`src/rtl/core/descending_sorted_list_cursor_macros.svh`:
```
// Assertion macros shared by the sorted list cursor RTL.
`ifndef DESCENDING_SORTED_LIST_CURSOR_MACROS_SVH
`define DESCENDING_SORTED_LIST_CURSOR_MACROS_SVH

// Check that a condition holds at every clock edge out of reset.
`define DSLC_ASSERT(lbl, cond, msg) \
  lbl: assert property (@(posedge clk_i) disable iff (!rst_ni) (cond)) \
    else $error(msg);

// Check that a trigger at one edge brings a condition at the next edge.
`define DSLC_ASSERT_NEXT(lbl, trig, cond, msg) \
  lbl: assert property (@(posedge clk_i) disable iff (!rst_ni) (trig) |=> (cond)) \
    else $error(msg);

`endif

```
`src/rtl/core/dslc_pkg.sv`:
```
// Shared types and constants of the sorted list cursor.
package dslc_pkg;

  localparam int unsigned DEPTH_DEF = 16;
  localparam int unsigned CMD_W     = 3;
  localparam int unsigned HANDLE_W  = 16;
  localparam int unsigned KEY_W     = 32;
  localparam int unsigned COUNT_W   = 5;

  typedef enum logic [CMD_W-1:0] {
    CMD_CLEAR = 3'd0,
    CMD_ADD   = 3'd1,
    CMD_FIRST = 3'd2,
    CMD_NEXT  = 3'd3,
    CMD_LAST  = 3'd4,
    CMD_PREV  = 3'd5
  } cmd_e;

  // Per-command decision from the cursor unit.
  typedef struct packed {
    logic insert;
    logic found;
    logic status;
  } upd_t;

endpackage

```
`src/rtl/core/dslc_cell.sv`:
```
// List slot: holds key and handle; an insert lands here or shifts it right.
module dslc_cell (
  input  logic                           clk_i,
  input  logic                           load_i,
  input  logic                           occ_i,
  input  logic                           left_gt_i,
  input  logic [dslc_pkg::KEY_W-1:0]     new_key_i,
  input  logic [dslc_pkg::HANDLE_W-1:0]  new_handle_i,
  input  logic [dslc_pkg::KEY_W-1:0]     left_key_i,
  input  logic [dslc_pkg::HANDLE_W-1:0]  left_handle_i,
  output logic [dslc_pkg::KEY_W-1:0]     key_o,
  output logic [dslc_pkg::HANDLE_W-1:0]  handle_o,
  output logic                           gt_o
);

  logic [dslc_pkg::KEY_W-1:0]    key_q, key_d;
  logic [dslc_pkg::HANDLE_W-1:0] handle_q, handle_d;

  // Occupied slots with a strictly greater key form a prefix of the row.
  assign gt_o = occ_i && (key_q > new_key_i);

  always_comb begin
    key_d    = key_q;
    handle_d = handle_q;
    if (load_i && !gt_o) begin
      if (left_gt_i) begin
        key_d    = new_key_i;
        handle_d = new_handle_i;
      end else begin
        key_d    = left_key_i;
        handle_d = left_handle_i;
      end
    end
  end

  always_ff @(posedge clk_i) begin
    key_q    <= key_d;
    handle_q <= handle_d;
  end

  assign key_o    = key_q;
  assign handle_o = handle_q;

endmodule

```
`src/rtl/core/dslc_cursor.sv`:
```
// Entry count and cursor register, with the command decode.
`include "descending_sorted_list_cursor_macros.svh"

module dslc_cursor #(
  parameter int unsigned DEPTH = dslc_pkg::DEPTH_DEF,
  localparam int unsigned PosW = $clog2(DEPTH),
  localparam int unsigned CntW = PosW + 1
) (
  input  logic                         clk_i,
  input  logic                         rst_ni,
  input  logic                         accept_i,
  input  logic [dslc_pkg::CMD_W-1:0]   command_i,
  input  logic [DEPTH-1:0]             gt_i,
  output logic [CntW-1:0]              cnt_o,
  output logic [PosW-1:0]              cur_o,
  output dslc_pkg::upd_t               upd_o
);

  logic [CntW-1:0] cnt_q, cnt_d;
  logic [PosW-1:0] cur_q, cur_d;
  logic            cv_q, cv_d;
  logic [CntW-1:0] cur_ext, cur_nxt, cnt_m1;
  logic            full;

  assign cur_ext = {1'b0, cur_q};
  assign cur_nxt = cur_ext + CntW'(1);
  assign cnt_m1  = cnt_q - CntW'(1);
  assign full    = (cnt_q == CntW'(DEPTH));

  always_comb begin
    cnt_d = cnt_q;
    cur_d = cur_q;
    cv_d  = cv_q;
    upd_o = '0;
    if (accept_i) begin
      case (dslc_pkg::cmd_e'(command_i))
        dslc_pkg::CMD_CLEAR: begin
          cnt_d = '0;
          cur_d = '0;
          cv_d  = 1'b0;
        end
        dslc_pkg::CMD_ADD: begin
          if (full) begin
            upd_o.status = 1'b1;
          end else begin
            upd_o.insert = 1'b1;
            cnt_d        = cnt_q + CntW'(1);
            if (cnt_q == '0) begin
              cur_d = '0;
              cv_d  = 1'b1;
            end else if (cv_q && !gt_i[cur_q]) begin
              // the cursor entry shifts one place toward the tail
              cur_d = cur_q + PosW'(1);
            end
          end
        end
        dslc_pkg::CMD_FIRST: begin
          if (cnt_q != '0) begin
            cur_d       = '0;
            cv_d        = 1'b1;
            upd_o.found = 1'b1;
          end
        end
        dslc_pkg::CMD_NEXT: begin
          if (cv_q) begin
            if (cur_nxt < cnt_q) begin
              cur_d       = cur_q + PosW'(1);
              upd_o.found = 1'b1;
            end else begin
              cv_d = 1'b0;
            end
          end
        end
        dslc_pkg::CMD_LAST: begin
          if (cnt_q != '0) begin
            cur_d       = cnt_m1[PosW-1:0];
            cv_d        = 1'b1;
            upd_o.found = 1'b1;
          end
        end
        dslc_pkg::CMD_PREV: begin
          if (cv_q) begin
            if (cur_q != '0 && cur_ext < cnt_q) begin
              cur_d       = cur_q - PosW'(1);
              upd_o.found = 1'b1;
            end else begin
              cv_d = 1'b0;
            end
          end
        end
        default: begin
        end
      endcase
    end
  end

  always_ff @(posedge clk_i or negedge rst_ni) begin
    if (!rst_ni) begin
      cnt_q <= '0;
      cur_q <= '0;
      cv_q  <= 1'b0;
    end else begin
      cnt_q <= cnt_d;
      cur_q <= cur_d;
      cv_q  <= cv_d;
    end
  end

  assign cnt_o = cnt_q;
  assign cur_o = cur_q;

  `DSLC_ASSERT(a_cursor_in_list, !cv_q || (cur_ext < cnt_q), "cursor beyond last entry")
  `DSLC_ASSERT(a_count_bound, cnt_q <= CntW'(DEPTH), "entry count above depth")
  `DSLC_ASSERT_NEXT(a_clear_empties, accept_i && command_i == dslc_pkg::CMD_CLEAR, cnt_q == '0 && !cv_q, "clear left entries or cursor")

endmodule

```
`src/rtl/core/descending_sorted_list_cursor.sv`:
```
// Top level of the sorted list cursor: cell row, cursor unit and result register.
// Keeps up to DEPTH (handle, key) entries in descending key order in a row of
// cells; an add compares the new key in every cell at once and shifts the tail
// one cell right in the same cycle, so equal keys put the newest entry first.
// Each command runs as an update step for the cells and the cursor, then a
// read step that takes the handle under the cursor through a DEPTH-way select
// into the result register. One command is in work at a time, so the input
// stalls until the read step is done; a waiting result stalls the read step
// and so the input, but a command is accepted while a result sits unclaimed.
// No clearing pass follows reset: slots beyond the count are never read.
`include "descending_sorted_list_cursor_macros.svh"

module descending_sorted_list_cursor #(
  parameter int unsigned DEPTH = dslc_pkg::DEPTH_DEF
) (
  input  logic                           clk_i,
  input  logic                           rst_ni,
  input  logic                           in_valid_i,
  output logic                           in_stall_o,
  input  logic [dslc_pkg::CMD_W-1:0]     command_i,
  input  logic [dslc_pkg::HANDLE_W-1:0]  handle_i,
  input  logic [dslc_pkg::KEY_W-1:0]     sort_key_i,
  output logic                           out_valid_o,
  input  logic                           out_stall_i,
  output logic                           found_o,
  output logic [dslc_pkg::HANDLE_W-1:0]  entry_handle_o,
  output logic [dslc_pkg::COUNT_W-1:0]   count_o,
  output logic                           status_o
);

  localparam int unsigned PosW = $clog2(DEPTH);
  localparam int unsigned CntW = PosW + 1;

  logic                          accept;
  logic [DEPTH-1:0]              gt;
  logic [CntW-1:0]               cnt;
  logic [PosW-1:0]               cur;
  dslc_pkg::upd_t                upd;
  logic [dslc_pkg::KEY_W-1:0]    key_row [DEPTH];
  logic [dslc_pkg::HANDLE_W-1:0] hdl_row [DEPTH];

  logic pend_q, found_q, status_q;
  logic out_valid_q, out_found_q, out_status_q;
  logic [dslc_pkg::HANDLE_W-1:0] out_handle_q;
  logic [dslc_pkg::COUNT_W-1:0]  out_count_q;
  logic [CntW+dslc_pkg::COUNT_W-1:0] cnt_ext;
  logic out_free, lookup;

  assign in_stall_o = pend_q;
  assign accept     = in_valid_i && !pend_q;
  assign out_free   = !out_valid_q || !out_stall_i;
  assign lookup     = pend_q && out_free;
  assign cnt_ext    = {{dslc_pkg::COUNT_W{1'b0}}, cnt};

  dslc_cursor #(
    .DEPTH(DEPTH)
  ) u_cursor (
    .clk_i    (clk_i),
    .rst_ni   (rst_ni),
    .accept_i (accept),
    .command_i(command_i),
    .gt_i     (gt),
    .cnt_o    (cnt),
    .cur_o    (cur),
    .upd_o    (upd)
  );

  for (genvar i = 0; i < DEPTH; i++) begin : g_cell
    logic                          left_gt;
    logic [dslc_pkg::KEY_W-1:0]    left_key;
    logic [dslc_pkg::HANDLE_W-1:0] left_hdl;

    if (i == 0) begin : g_head
      // head slot takes the new entry unless it holds a greater key
      assign left_gt  = 1'b1;
      assign left_key = sort_key_i;
      assign left_hdl = handle_i;
    end else begin : g_body
      assign left_gt  = gt[i-1];
      assign left_key = key_row[i-1];
      assign left_hdl = hdl_row[i-1];
    end

    dslc_cell u_cell (
      .clk_i        (clk_i),
      .load_i       (upd.insert),
      .occ_i        (CntW'(i) < cnt),
      .left_gt_i    (left_gt),
      .new_key_i    (sort_key_i),
      .new_handle_i (handle_i),
      .left_key_i   (left_key),
      .left_handle_i(left_hdl),
      .key_o        (key_row[i]),
      .handle_o     (hdl_row[i]),
      .gt_o         (gt[i])
    );
  end

  always_ff @(posedge clk_i or negedge rst_ni) begin
    if (!rst_ni) begin
      pend_q      <= 1'b0;
      out_valid_q <= 1'b0;
    end else begin
      if (accept) begin
        pend_q <= 1'b1;
      end else if (lookup) begin
        pend_q <= 1'b0;
      end
      if (lookup) begin
        out_valid_q <= 1'b1;
      end else if (!out_stall_i) begin
        out_valid_q <= 1'b0;
      end
    end
  end

  always_ff @(posedge clk_i) begin
    if (accept) begin
      found_q  <= upd.found;
      status_q <= upd.status;
    end
    // read the entry under the cursor once the cell row has settled
    if (lookup) begin
      out_found_q  <= found_q;
      out_status_q <= status_q;
      out_handle_q <= found_q ? hdl_row[cur] : '0;
      out_count_q  <= cnt_ext[dslc_pkg::COUNT_W-1:0];
    end
  end

  assign out_valid_o    = out_valid_q;
  assign found_o        = out_found_q;
  assign entry_handle_o = out_handle_q;
  assign count_o        = out_count_q;
  assign status_o       = out_status_q;

  `DSLC_ASSERT_NEXT(a_accept_pends, accept, pend_q, "accepted command not held for lookup")
  `DSLC_ASSERT_NEXT(a_lookup_emits, lookup, out_valid_q && !pend_q, "lookup did not load result")
  `DSLC_ASSERT(a_null_handle, !out_valid_q || out_found_q || out_handle_q == '0, "handle set without entry")

endmodule
```
`config.mk`:
```
export PLATFORM = sky130hd
export DESIGN_NAME = descending_sorted_list_cursor
export DESIGN_NICKNAME = d
export VERILOG_FILES = /design/src/rtl/core/dslc_pkg.sv /design/src/rtl/core/dslc_cell.sv /design/src/rtl/core/dslc_cursor.sv /design/src/rtl/core/descending_sorted_list_cursor.sv
export VERILOG_INCLUDE_DIRS = /design/src /design/src/rtl/core
export SDC_FILE = /design/constraint.sdc
export NUM_CORES = 2
export LEC_CHECK = 0
export BUFFER_PORTS_ARGS = -buffer_cell sky130_fd_sc_hd__buf_2
export CORE_MARGIN = 2
export CORE_UTILIZATION = 45
export CTS_CLUSTER_DIAMETER = 40
export DETAILED_ROUTE_END_ITERATION = 8
export MAX_ROUTING_LAYER = met4
export PLACE_DENSITY = 0.6
export SLEW_MARGIN = 20
export SYNTH_ARGS = -nofsm -noshare
export SYNTH_HDL_FRONTEND = slang
export SYNTH_SLANG_ARGS = --single-unit
```
`constraint.sdc`:
```
create_clock -name clk_i -period 4.6 [get_ports clk_i]
set_input_delay 0.23 -clock clk_i [delete_from_list [all_inputs] [get_ports clk_i]]
set_output_delay 0.23 -clock clk_i [all_outputs]
set_load 0.005 [all_outputs]
```
== Yosys cells after proc, flatten, opt, wreduce, memory -nomap -nowiden ==
Index checks and enable logic that the tools add are counted.

* $add $sub $neg: 5
* Multipliers: 0
* Div/mod/pow operators: 0
* Order comparisons: 36
* Equality and inequality tests: 17
* Shift-type cells: 0
* Mux-type cells: 66
* Bitwise operators: 1
* Reductions and logical operators: 70

{| class="wikitable"
|+ Operator list
! operator !! count
|-
| $gt A32 B32 Y1 || 16
|-
| $mux W32 || 15
|-
| $mux W16 || 17
|-
| $bmux W16 S4 || 1
|-
| $lt A4 B5 Y1 const A || 8
|-
| $logic_and A1 B1 Y1 || 36
|-
| $mux W4 || 9
|-
| $pmux W4 S6 || 1
|-
| $logic_not A1 Y1 || 20
|-
| $lt A3 B5 Y1 const A || 4
|-
| $ne A2 B1 Y1 const B || 9
|-
| $mux W1 || 17
|-
| $lt A1 B5 Y1 const A || 2
|-
| $lt A2 B5 Y1 const A || 2
|-
| $pmux W5 S2 || 1
|-
| $reduce_and A10 Y1 || 1
|-
| $reduce_bool A5 Y1 || 2
|-
| $sub A4 B1 Y4 const B || 2
|-
| $eq A3 B2 Y1 const B || 2
|-
| $eq A3 B3 Y1 const B || 2
|-
| $reduce_bool A6 Y1 || 1
|-
| $add A4 B1 Y5 const B || 1
|-
| $add A5 B1 Y5 const B || 1
|-
| $eq A5 B5 Y1 const B || 1
|-
| 23 further kinds || 24
|}

* Register bits: 805
* Latch bits: 0
* Bits in writable memories: 0
* Bits in read-only memories: 0
* Input port bits: 55
* Output and inout bits: 25
* Logic and storage cells: 238
* Memories kept: 0

== Logic depth before layout (Yosys ltp) ==
* Depth after elaboration: 10
* Mapped depth: 14
* Gate-level depth less buffers: 13

== Modules after synthesis ==
A second synthesis with hierarchy kept.

* Cells, all modules: 3981
* Area total of the unflattened synthesis: 49711.4 sq um

{| class="wikitable"
|+ Modules (own cells, without submodules)
! module !! instances !! cells each !! area each (sq um) !! sequential area each (sq um)
|-
| dslc_cell || 16 || 220 || 2829.0 || 1441.4
|-
| descending_sorted_list_cursor || 1 || 316 || 3203.1 || 800.8
|-
| dslc_cursor || 1 || 145 || 1244.9 || 250.2
|}

== Worst setup path before layout ==
Ideal clock, no wire load.

* Path type: input to register
* From: input port sort_key_i[5] in the netlist's numbering
* To: register g_cell[0].u_cell.handle_q (netlist bit g_cell[0].u_cell.handle_o[0]), enable pin
* Library setup time: 0.459 ns
* Arrival: 5.046 ns
* Required time: 4.141 ns
* Path slack: -0.905 ns
* Stages: 13
* Path buffers: 3
* Path through: inv_1 > clkbuf_1 > ha_1 > a21o_1 > nand3_1 > a21oi_1 > a2111oi_0 > o21ai_0 > a211oi_1 > or3_1 > clkbuf_1 > clkbuf_1 > nor2b_1

* Cells in the longest elaborated chain, start to end: 4

{| class="wikitable"
|+ Ends and longest elaborated chain
! item !! RTL line !! RTL
|-
| start: declaration || descending_sorted_list_cursor.sv:22 || <nowiki>input logic [dslc_pkg::KEY_W-1:0] sort_key_i,</nowiki>
|-
| $gt A32 B32 Y1 || dslc_cell.sv:20 || <nowiki>assign gt_o = occ_i && (key_q > new_key_i);</nowiki>
|-
| $logic_and A1 B1 Y1 || dslc_cell.sv:20 ||
|-
| $logic_not A1 Y1 || dslc_cell.sv:25 || <nowiki>if (load_i && !gt_o) begin</nowiki>
|-
| $logic_and A1 B1 Y1 || dslc_cell.sv:25 ||
|-
| end signal: assignment || dslc_cell.sv:38 || <nowiki>handle_q <= handle_d;</nowiki>
|-
| end: declaration || dslc_cell.sv:17 || <nowiki>logic [dslc_pkg::HANDLE_W-1:0] handle_q, handle_d;</nowiki>
|}

No other way between the ends.
A chain may end at the register's enable or synchronous reset.

== Final worst setup path ==
* From: input port sort_key_i[13] in the netlist's numbering
* To: register u_cursor.cur_q[2] (netlist: u_cursor.cur_o[2])

* Cells in the longest elaborated chain, start to end: 8
* Elaborated cells on any way between the ends: 38
* Those cells by class: order compare (16); eq/ne (1); mux (2); reduce/logical (19)

{| class="wikitable"
|+ Ends and longest elaborated chain
! item !! RTL line !! RTL
|-
| $gt A32 B32 Y1 || dslc_cell.sv:20 ||
|-
| $logic_and A1 B1 Y1 || dslc_cell.sv:20 ||
|-
| $bmux W1 S4 * || dslc_cursor.sv:51 || <nowiki>end else if (cv_q && !gt_i[cur_q]) begin</nowiki>
|-
| $mux W1 (implied by the code) * || dslc_cursor.sv:51 ||
|-
| $logic_not A1 Y1 * || dslc_cursor.sv:51 ||
|-
| $logic_and A1 B1 Y1 * || dslc_cursor.sv:51 ||
|-
| $ne A3 B1 Y1 (no source line) * || - ||
|-
| $reduce_and A10 Y1 (no source line) * || - ||
|-
| end signal: assignment || dslc_cursor.sv:104 || <nowiki>cur_q <= cur_d;</nowiki>
|-
| end: declaration || dslc_cursor.sv:20 || <nowiki>logic [PosW-1:0] cur_q, cur_d;</nowiki>
|}

Every way passes the cells marked *; elsewhere a longest branch is shown, timed or not. The select of a mux whose other input is x is not followed.

==> flow_summary_export.csv <==
group,metric,value,unit
outcome,outcome,"finished, final reports clean",
drt,drtPass1Iterations,5,
clocking,cts_sinks,805,
power,p_seq_share,37.3,%
power,ir_drop,0.264,mV
min_path,hp-class,"input port to flop",
yosys,syn_nets,4307,
floorplanning,std_cell_rows,117,
drt,drc,0,
sta,worst_slew_pin_slew,1180,ps
grt,gr-usage-met2,36.2,%
yosys,synth-async-reset-ratio,1.49,%
layout,finalCoreUtilization,53.4,%
yosys,synth_edf_count,793,
grt,overflow,0,
place,globalplace.congestion,0.888,
yosys,synth_cell_types,77,
power,power_density,419,nW/um^2
layout,layout.nets,4512,
floorplanning,core,102000,um^2
drt,dr.first_iter.drc_count,2592,
yosys,syn_inst,3728,
yosys,yosys_warnings,0,
power,sw_frac_of_total,26.5,%
sta,rsz0062_at_grt,"no",
place,dp_hpwl,85100,um
clocking,clkTransAtPathRegs,50,ps
drt,ant_nets,0,
yosys,synthTopCellsByArea,"edfxtp_1, ha_1, mux2_2",
drt,viasPerCell,5.78,
layout,mostFrequentLayoutCells,"edfxtp_1, ha_1, nand2_1, o21ai_0, mux2_2",
sta,final.setup.worst_slack,412,ps
sta,finalSetupViolCount,0,
grt,antenna_found_initial,6,
yosys,netlist.area_leader.share,51.4,%
clocking,cts_root_buf,"clkbuf_16",
yosys,synth_seq_cells,805,
grt,grt_pass1_vias,30900,
power,totalPowerFinal,22.8,mW
floorplanning,start_util,45.4,%
drt,wire_per_inst,22.2,um
sta,fin_skew,43.4,ps
sta,clock.fmax,239,MHz
layout,syn_to_final_growth,17.5,%
grt,grtUsageMet3,3.88,%
sta,drv_slew,0,
grt,grt_util_all_layers,23.4,%
clocking,clk_path_buf_depth,3,
floorplanning,die_height,325,um
sta,finalCritPeriodShare,91.1,%
floorplanning,io_pins,80,
clocking,cts_tree,"done",
yosys,synth_top_cell_by_area,"edfxtp_1",
power,p_sw,6.04,mW
grt,grt_max_degree,81,
grt,grt.busiest_layer,"met2",
clocking,cts.repair.resized,0,
yosys,synthFlopType,"edfxtp_1",
yosys,syn_area_per_cell,12.4,um^2
power,comb_power_share,16.9,%
clocking,clk_latency,720,ps
yosys,yosysSeqAreaShare,52.1,%
setup_path,required,5180,ps
floorplanning,fp.dieArea,105000,um^2
layout,drive_gt1_share,22.5,%
setup_path,startpoint_type,"input port",
grt,met1_usage,31.6,%
yosys,syn-cell-area,46300,um^2
power,p_int,16.8,mW
drt,totalWireLength,120000,um
grt,grt_pass1_wl,184000,um
clocking,cts.htree.levels,4,
setup_path,critical_path_class,"input port to flop",
place,portBuffers,79,
floorplanning,fp.dieW,325,um
power,leakagePower,20.7,nW
power,p_clk_share,45.8,%
setup_path,cp_max_fo,14,
sta,min_period,4190,ps
clocking,numCtsBuffers,136,
sta,finalHoldViolations,0,
setup_path,crit_arrival,4770,ps
sta,slew_headroom,21.5,%
layout,layout_commonest_cell,"edfxtp_1",
layout,fill_cells,8578,
place,pre_cts_ws,168,ps
run,max_cap_violations,0,
drt,vias,31300,
setup_path,critPathCaptureType,"flop",
-- worst max-delay path: stages --
cell and delay, ps:
dlygate4sd3_1 530, buf_2 160, inv_1 370, buf_4 320
ha_1 280, a21o_1 160, a21o_1 160, a21oi_1 190
o221ai_1 270, a2111oi_1 790, buf_4 260, o21ba_1 130
a2111o_1 110, a311oi_1 70, a311oi_4 390, mux2_4 330
-- worst paths after layout --
kind                                                startpoint                       endpoint  slack (ps)  cells after the start
max                                             sort_key_i[13]  u_cursor.cur_o[2]$_DFFE_PN0P_         410                     16
min                                                 in_valid_i         status_q$_SDFFCE_PN0P_          70                      3
max reg2reg                g_cell[0].u_cell.key_o[7]$_DFFE_PP_  u_cursor.cur_o[2]$_DFFE_PN0P_         810                     11
min reg2reg                             status_q$_SDFFCE_PN0P_             status_o$_DFFE_PP_         450                      0
max in group asynchronous                               rst_ni  u_cursor.cur_o[0]$_DFFE_PN0P_        3320                      3
min in group asynchronous                               rst_ni        out_valid_o$_DFFE_PN0P_         660                      3
-- area by class of cell --
class                           instances  area [um^2]  share of cell area, %
Clock buffer                          151         3580                   6.57
Timing Repair Buffer                  264         2190                   4.03
Clock inverter                         98         1150                   2.12
Multi-Input combinational cell       2648        21300                   39.2
Tap cell                             1368         1710                   3.15
Sequential cell                       805        24100                   44.4
Antenna cell                            2         5.00                0.00920
Inverter                               78          293                  0.538
-- flip-flops by register name, indices dropped and copies added (netlist names) --
signal                  cells
count_o                     5
entry_handle_o             16
found_o                     1
found_q                     1
g_cell.u_cell.handle_o    256
g_cell.u_cell.key_o       512
in_stall_o                  1
out_valid_o                 1
status_o                    1
status_q                    1
u_cursor.cnt_o              5
u_cursor.cur_o              4
u_cursor.cv_q               1
-- synthesized netlist by cell type, types with 10 or more instances --
cell type  instances
o211ai_1          22
a211oi_1          18
edfxtp_1         793
nand2_1          485
and2_1            18
nand4_1           89
buf_1             14
nor3_1            26
mux4_2            80
mux2_2           345
nor2_1            52
ha_1             524
nand2b_1          10
clkbuf_1         179
and3_1            10
a221oi_1          10
o21ai_0          462
a21o_1            66
nor2b_1           30
dfrtp_1           12
inv_1             77
nand3_1           33
nor4_1            16
a21oi_1          205
-- routing by layer --
metal	part of all wire [%]	up-vias	routed length, um
li1	-	14900	-
met1	44	15200	53100
met2	46	1003	55200
met3	6.8	217	8200
met4	2.9	0	3520
met5	0	-	0
-- kinds of logic after synthesis --
group	after synthesis	share of synthesized area, %
xor gates and xnor gates	4	0.0757
muxes	433	12.5
adders and majority gates	524	14.2
buffers and inverters	275	2.25
DFF	805	52.1
AOI/OAI and AO/OA	883	11.0
and+or+nand+nor	804	7.96
-- through the flow --
stage          cell area (um^2)  hold WS (ps)  cells  setup TNS, ps
2_1_floorplan             46300         -65.6   3728              0
3_3_place_gp              49100           179   5110           -105
3_5_place_dp              49100           183   5110              0
4_1_cts                   54400          34.0   5412              0
5_1_grt                   54400          76.9   5413              0
6_report                  54400          69.7   5414              0
-- power groups by stage --
stage | logic, mW | registers [mW] | clock network [mW]
2_1_floorplan | 2.60 | 8.58 | 0
3_3_place_gp | 3.76 | 8.64 | 0
3_5_place_dp | 3.80 | 8.64 | 0
4_1_cts | 3.86 | 8.50 | 10.6
5_1_grt | 4.20 | 8.51 | 10.9
6_report | 3.86 | 8.50 | 10.4
-- repair_timing --
item                                   4_1_cts  5_1_grt
endpoints found under the hold margin      161        0
hold buffers                                53        0
setup buffers                                0        0
Power figures use the tool's default switching activity.
